**src/sv/aes_pkg.sv**
```systemverilog
// Shared types for the ascending exchange sort block: cell links and control.
package aes_pkg;

  localparam int unsigned DataWidth = 32;

  typedef logic signed [DataWidth-1:0] sample_t;

  // What one cell shows its neighbors.
  typedef struct packed {
    sample_t value;
    logic    valid;
    logic    displaced;
  } cell_link_t;

  // Broadcast control from the sequencer to every cell.
  typedef struct packed {
    logic    insert;
    logic    shift_out;
    sample_t sample;
  } cell_ctl_t;

  typedef enum logic {
    ST_LOAD  = 1'b0,
    ST_DRAIN = 1'b1
  } sort_state_t;

endpackage

```
**src/sv/aes_cell.sv**
```systemverilog
// One sorting cell: holds a value, inserts in order, shifts toward the head on drain.
module aes_cell (
  input  logic                  clk,
  input  logic                  rst,
  input  aes_pkg::cell_ctl_t    ctl,
  input  aes_pkg::cell_link_t   left,
  input  aes_pkg::cell_link_t   right,
  output aes_pkg::cell_link_t   link
);
  import aes_pkg::*;

  sample_t value;
  logic    valid;
  logic    displaced;

  // Larger than the new sample: this value moves one cell outward.
  assign displaced = valid && (ctl.sample < value);

  always_ff @(posedge clk) begin
    if (ctl.shift_out) begin
      value <= right.value;
    end else if (ctl.insert) begin
      if (left.displaced) begin
        value <= left.value;
      end else if ((displaced || !valid) && left.valid) begin
        value <= ctl.sample;
      end
    end
  end

  always_ff @(posedge clk) begin
    if (rst) begin
      valid <= 1'b0;
    end else if (ctl.shift_out) begin
      valid <= right.valid;
    end else if (ctl.insert && left.valid) begin
      valid <= 1'b1;
    end
  end

  assign link = '{value: value, valid: valid, displaced: displaced};

endmodule

```
**config.mk**
```make
export PLATFORM = sky130hd
export DESIGN_NAME = aes_cell
export DESIGN_NICKNAME = d
export VERILOG_FILES = /design/src/sv/aes_pkg.sv /design/src/sv/aes_cell.sv
export SDC_FILE = /design/constraint.sdc
export NUM_CORES = 1
export LEC_CHECK = 0
export BUFFER_PORTS_ARGS = -buffer_cell sky130_fd_sc_hd__buf_2
export CAP_MARGIN = 40
export CORE_UTILIZATION = 45
export CTS_BUF_LIST = sky130_fd_sc_hd__clkbuf_4 sky130_fd_sc_hd__clkbuf_8
export DETAILED_ROUTE_END_ITERATION = 16
export GPL_TIMING_DRIVEN = 0
export MAX_ROUTING_LAYER = met4
export PLACE_DENSITY = 0.91
export SETUP_SLACK_MARGIN = 0.1
export SYNTH_ARGS = -nofsm -noshare
export SYNTH_HDL_FRONTEND = slang
export SYNTH_SLANG_ARGS = --single-unit
```
**constraint.sdc**
```tcl
create_clock -name clk -period 5.7 [get_ports clk]
set_input_delay 0.57 -clock clk [delete_from_list [all_inputs] [get_ports clk]]
set_output_delay 0.57 -clock clk [all_outputs]
set_load 0.005 [all_outputs]
```
* After elaboration in Yosys (flattened, before gate mapping)
Index checks and enable logic that the tools add are counted.
Operators by class: magnitude comparators 1, multiplexer cells 6, reductions and logical operators 9
Operators with widths (count):
- two-way mux 32 bit | 4
- < comparator 32 bit | 1
- nonzero test 2 bit | 2
- logical AND 1 bit | 3
- nonzero test 3 bit | 1
- two-way mux 1 bit | 2
- AND reduction 2 bit | 1
- zero test 1 bit | 1
- logical OR 1 bit | 1
Word-level totals: register bits 33, word-level logic and storage cells 18

* Logic depth before layout (Yosys ltp)
word-level depth 8, mapped depth 9, mapped depth without buffers 8

* Worst setup path before layout
OpenSTA, ideal clock, no wires.
path type input -> register, start point in ctl[17] (netlist bit), end point reg value[0] (enable), setup time 0.402 ns, arrival time 2.806 ns, data required time 5.298 ns, slack 2.492 ns, stages 7, cells stage by stage ha_1 > a21oi_1 > o21ai_0 > a221oi_1 > o21ai_0 > a211o_1 > a41oi_2
On the way: cells in the longest elaborated chain, start to end 6
Ends and longest elaborated chain:
- start: declaration | RTL line aes_cell.sv:5 | input aes_pkg::cell_ctl_t ctl,
- < comparator 32 bit | RTL line aes_cell.sv:17 | assign displaced = valid && (ctl.sample < value);
- logical AND 1 bit | RTL line aes_cell.sv:17
- logical OR 1 bit | RTL line aes_cell.sv:25 | end else if ((displaced || !valid) && left.valid) begin
- logical AND 1 bit | RTL line aes_cell.sv:25
- nonzero test 3 bit (no line)
- AND reduction 2 bit (no line)
- end signal: assignment | RTL line aes_cell.sv:21 | value <= right.value;
- end signal: assignment | RTL line aes_cell.sv:24 | value <= left.value;
- end signal: assignment | RTL line aes_cell.sv:26 | value <= ctl.sample;
- end: declaration | RTL line aes_cell.sv:12 | sample_t value;
No other way between the ends. A chain may end at the register's enable or synchronous reset.

* Worst setup path in the final report
start point in ctl[31] (netlist bit), end point out link[0] (netlist bit)
On the way: cells in the longest elaborated chain, start to end 2
Ends and longest elaborated chain:
- < comparator 32 bit | RTL line aes_cell.sv:17
- logical AND 1 bit | RTL line aes_cell.sv:17
- end: declaration | RTL line aes_cell.sv:8 | output aes_pkg::cell_link_t link
No other way between the ends.

==> reports/results.tsv <==
stage	metric	value	unit
yosys	syn_nets	400	
timing	slew_viol_final	0	
clocking	cts-htree-levels	2	
grt	antenna_found_initial	0	
finish	diodes	0	
yosys	syn_area_per_cell	9.37	µm²
timing	skew	0.00712	ns
clocking	clk_latency	0.28	ns
timing	min_period	3.05	ns
place	dp.cells	470	
grt	grt_pass1_wl	11300	µm
finish	drive_above_1_share	37.0	%
routing	vias_per_cell	5.13	
floorplan	rows	26	
yosys	yosysUniqueCellTypes	28	
critical_path	critPathBufInv	3	
finish	final_cells	478	
finish	syn2layout_area_growth	35.6	%
yosys	syn-instance-count	265	
critical_path	r2r_end	value[29]$_DFFE_PP_	
floorplan	start_util	47.7	%
critical_path	reg2reg_slack	2.83	ns
floorplan	die_area	5820	µm²
timing	maxSlewHeadroom	63.1	%
yosys	synth_top_cell_by_area	edfxtp_1	
yosys	synth_area_leaders	edfxtp_1, ha_1, mux2i_1, o21ai_0, nand2_1	
pwr	leakagePower	1.77	nW
yosys	synth_area	2480	µm²
routing	wl	6840	µm
grt	gr-usage-all-layers	25.5	%
flow_run	drv_cap	0	
grt	grt_max_degree	23	
place	port_buffers	134	
grt	grt_pass1_vias	2510	
yosys	ys_seq_elements	33	
run_status	status	finished clean	
place	gp_congestion	0.810	
floorplan	die_width	76.3	µm
timing	setup_viol	0	
grt	grt-ovfl-total	0	
hold_path	min_to	valid$_SDFFE_PP0P_	
clocking	cts.clk_slew.worst_paths	0.07	ns
critical_path	start_kind	input port	
yosys	synth_top_cell_area_share	38.7	%
routing	routedWlPerCell	14.3	µm
critical_path	max_stage_delay	0.42	ns
yosys	seq_area_frac_synth	39.5	%
timing	worst_pin_slew	0.552	ns
critical_path	required	5.13	ns
pwr	ir_drop	0.135	mV
floorplan	fp.coreArea	5200	µm²
yosys	yosys_warnings	0	
critical_path	arrival	2.48	ns
critical_path	r2r_start	value[31]$_DFFE_PP_	
routing	ant_nets	0	
timing	hold_ws	0.431	ns
clocking	cts_tree	built	
finish	nets	542	
routing	first_pass_iters	4	
pwr	power	0.692	mW
timing	tns	0	ns
hold_path	holdPathStages	2	
critical_path	critPathSlowestCell	nor4_1	
clocking	postCtsSetupBuffers	0	
routing	vias	2453	
timing	min_period_over_period	53.4	%
timing	fmax	328	MHz
clocking	cts_resized	0	
critical_path	critPathCaptureType	output port	
hold_path	hp-start	rst	
clocking	cts_buffers	5	
hold_path	hold_class	input port to register	
critical_path	worst_path_most_repeated_cell	buf_2	
pwr	powerDensity	206	nW/µm²
floorplan	ios	138	
critical_path	crit_type	input port to output port	
critical_path	ff2ff_path_depth	8	
timing	setup_ws	2.65	ns
timing	rsz0062_at_grt	no	
place	post-dp-hpwl	5510	µm
critical_path	critPathMaxFanout	3	
clocking	cts_hold_buf	0	
routing	first_iter_violations	73	
critical_path	cpLargestDelayFamily	simple AND/OR/NAND/NOR gates	
critical_path	worstPathCellList	buf_2, ha_1, nand4_1, nor4_1, a221oi_1, or2_2, a21boi_1, buf_4, buf_2	
place	dpl_worst_slack	2.49	ns
timing	hold_violations	0	
clocking	cts_sinks	33	
clocking	cts-root-buf	clkbuf_8	
routing	drcViolationCount	0	
clocking	clockBufferDepth	2	
floorplan	die_y	76.3	µm
==> layout make-up <==
cell class	count	area, µm²
Buffer	13	60.1
Clock buffer	6	76.3
Clock inverter	2	10.0
Fill cell	454	1840
Inverter	33	124
Multi-Input combinational cell	186	1330
Sequential cell	33	981
Tap cell	70	87.6
Timing Repair Buffer	135	698
==> cell families after synthesis <==
group / after synthesis / synth area share, %
fa+ha+maj: 31 / 15.6
simple gates: 59 / 10.2
flops: 33 / 39.5
compound gates: 64 / 14.3
buf+inv: 46 / 7.41
mux: 32 / 12.9
==> power by group <==
part	total, mW	switching (mW)	internal, mW	leakage, nW
logic	0.201	0.104	0.0973	1.38
clock network	0.180	0.0909	0.0895	0.0484
registers	0.310	0.0124	0.298	0.335
==> stage by stage <==
| stage | cell area, µm² | util (%) |
|---|---|---|
| 6_report | 3370 | 64.7 |
| 5_1_grt | 3370 | 64.7 |
| 4_1_cts | 3370 | 64.7 |
| 3_5_place_dp | 3280 | 63.0 |
| 3_3_place_gp | 3240 | 62.3 |
| 2_1_floorplan | 2480 | - |
==> worst reg2reg max path: cells and delay by family, from the launching register on <==
kind	cells	cell delay (ns)
AND/OR/NAND/NOR	3	0.93
adder cells (fa/ha/maj)	1	0.30
buffers and inverters	2	0.29
AO/OA/AOI/OAI	2	0.69
flip-flops	1	0.35
==> cell usage after synthesis <==
cell type  number
a41oi_2         1
buf_2           3
a21o_1          1
nand4_1         3
nor4_1          1
o21a_1          1
a211o_1         1
buf_4           2
nand2b_4        1
inv_1          33
a21oi_1        16
clkbuf_1        8
ha_1           31
nor2_1          7
edfxtp_1       32
a2111o_1        1
a221oi_1        1
a21boi_1        1
a211oi_1        1
dfxtp_1         1
and4_1          1
nand3b_1        1
o21ai_0        39
mux2i_1        32
or2_2           1
nand2_1        43
nor3_1          1
o21ai_1         1
==> worst max path at each step <==
stage | startpoint | to | cells past startpoint | slack (ns)
2_1_floorplan | ctl[17] | value[0]$_DFFE_PP_ | 7 | 2.49
3_3_place_gp | ctl[31] | value[2]$_DFFE_PP_ | 7 | 1.72
3_5_place_dp | ctl[31] | value[4]$_DFFE_PP_ | 8 | 2.49
4_1_cts | ctl[31] | link[0] | 9 | 2.63
5_1_grt | value[31]$_DFFE_PP_ | link[0] | 9 | 2.38
6_report | ctl[31] | link[0] | 9 | 2.65
==> sequential cells by signal, summed over array words and instances, names as in the netlist <==
name / cells
valid: 1
value: 32
==> placed cells by master, fill, tap and decap left out, types with 3 or more instances in the layout <==
cell type	count
a21oi_1	16
inv_1	33
edfxtp_1	32
nor2_1	7
mux2i_1	32
nand2_1	43
ha_1	31
o21ai_0	39
buf_2	137
clkbuf_1	8
nand4_1	3
clkbuf_8	5
==> metal layers <==
metal	global-route usage (%)	wire, µm	vias to the layer above
met2	45.2	3520	117
met4	7.88	94	0
met1	28.6	2780	1108
li1	-	-	1218
met5	-	0	-
met3	5.51	455	10
Power figures use the tool's default switching activity.
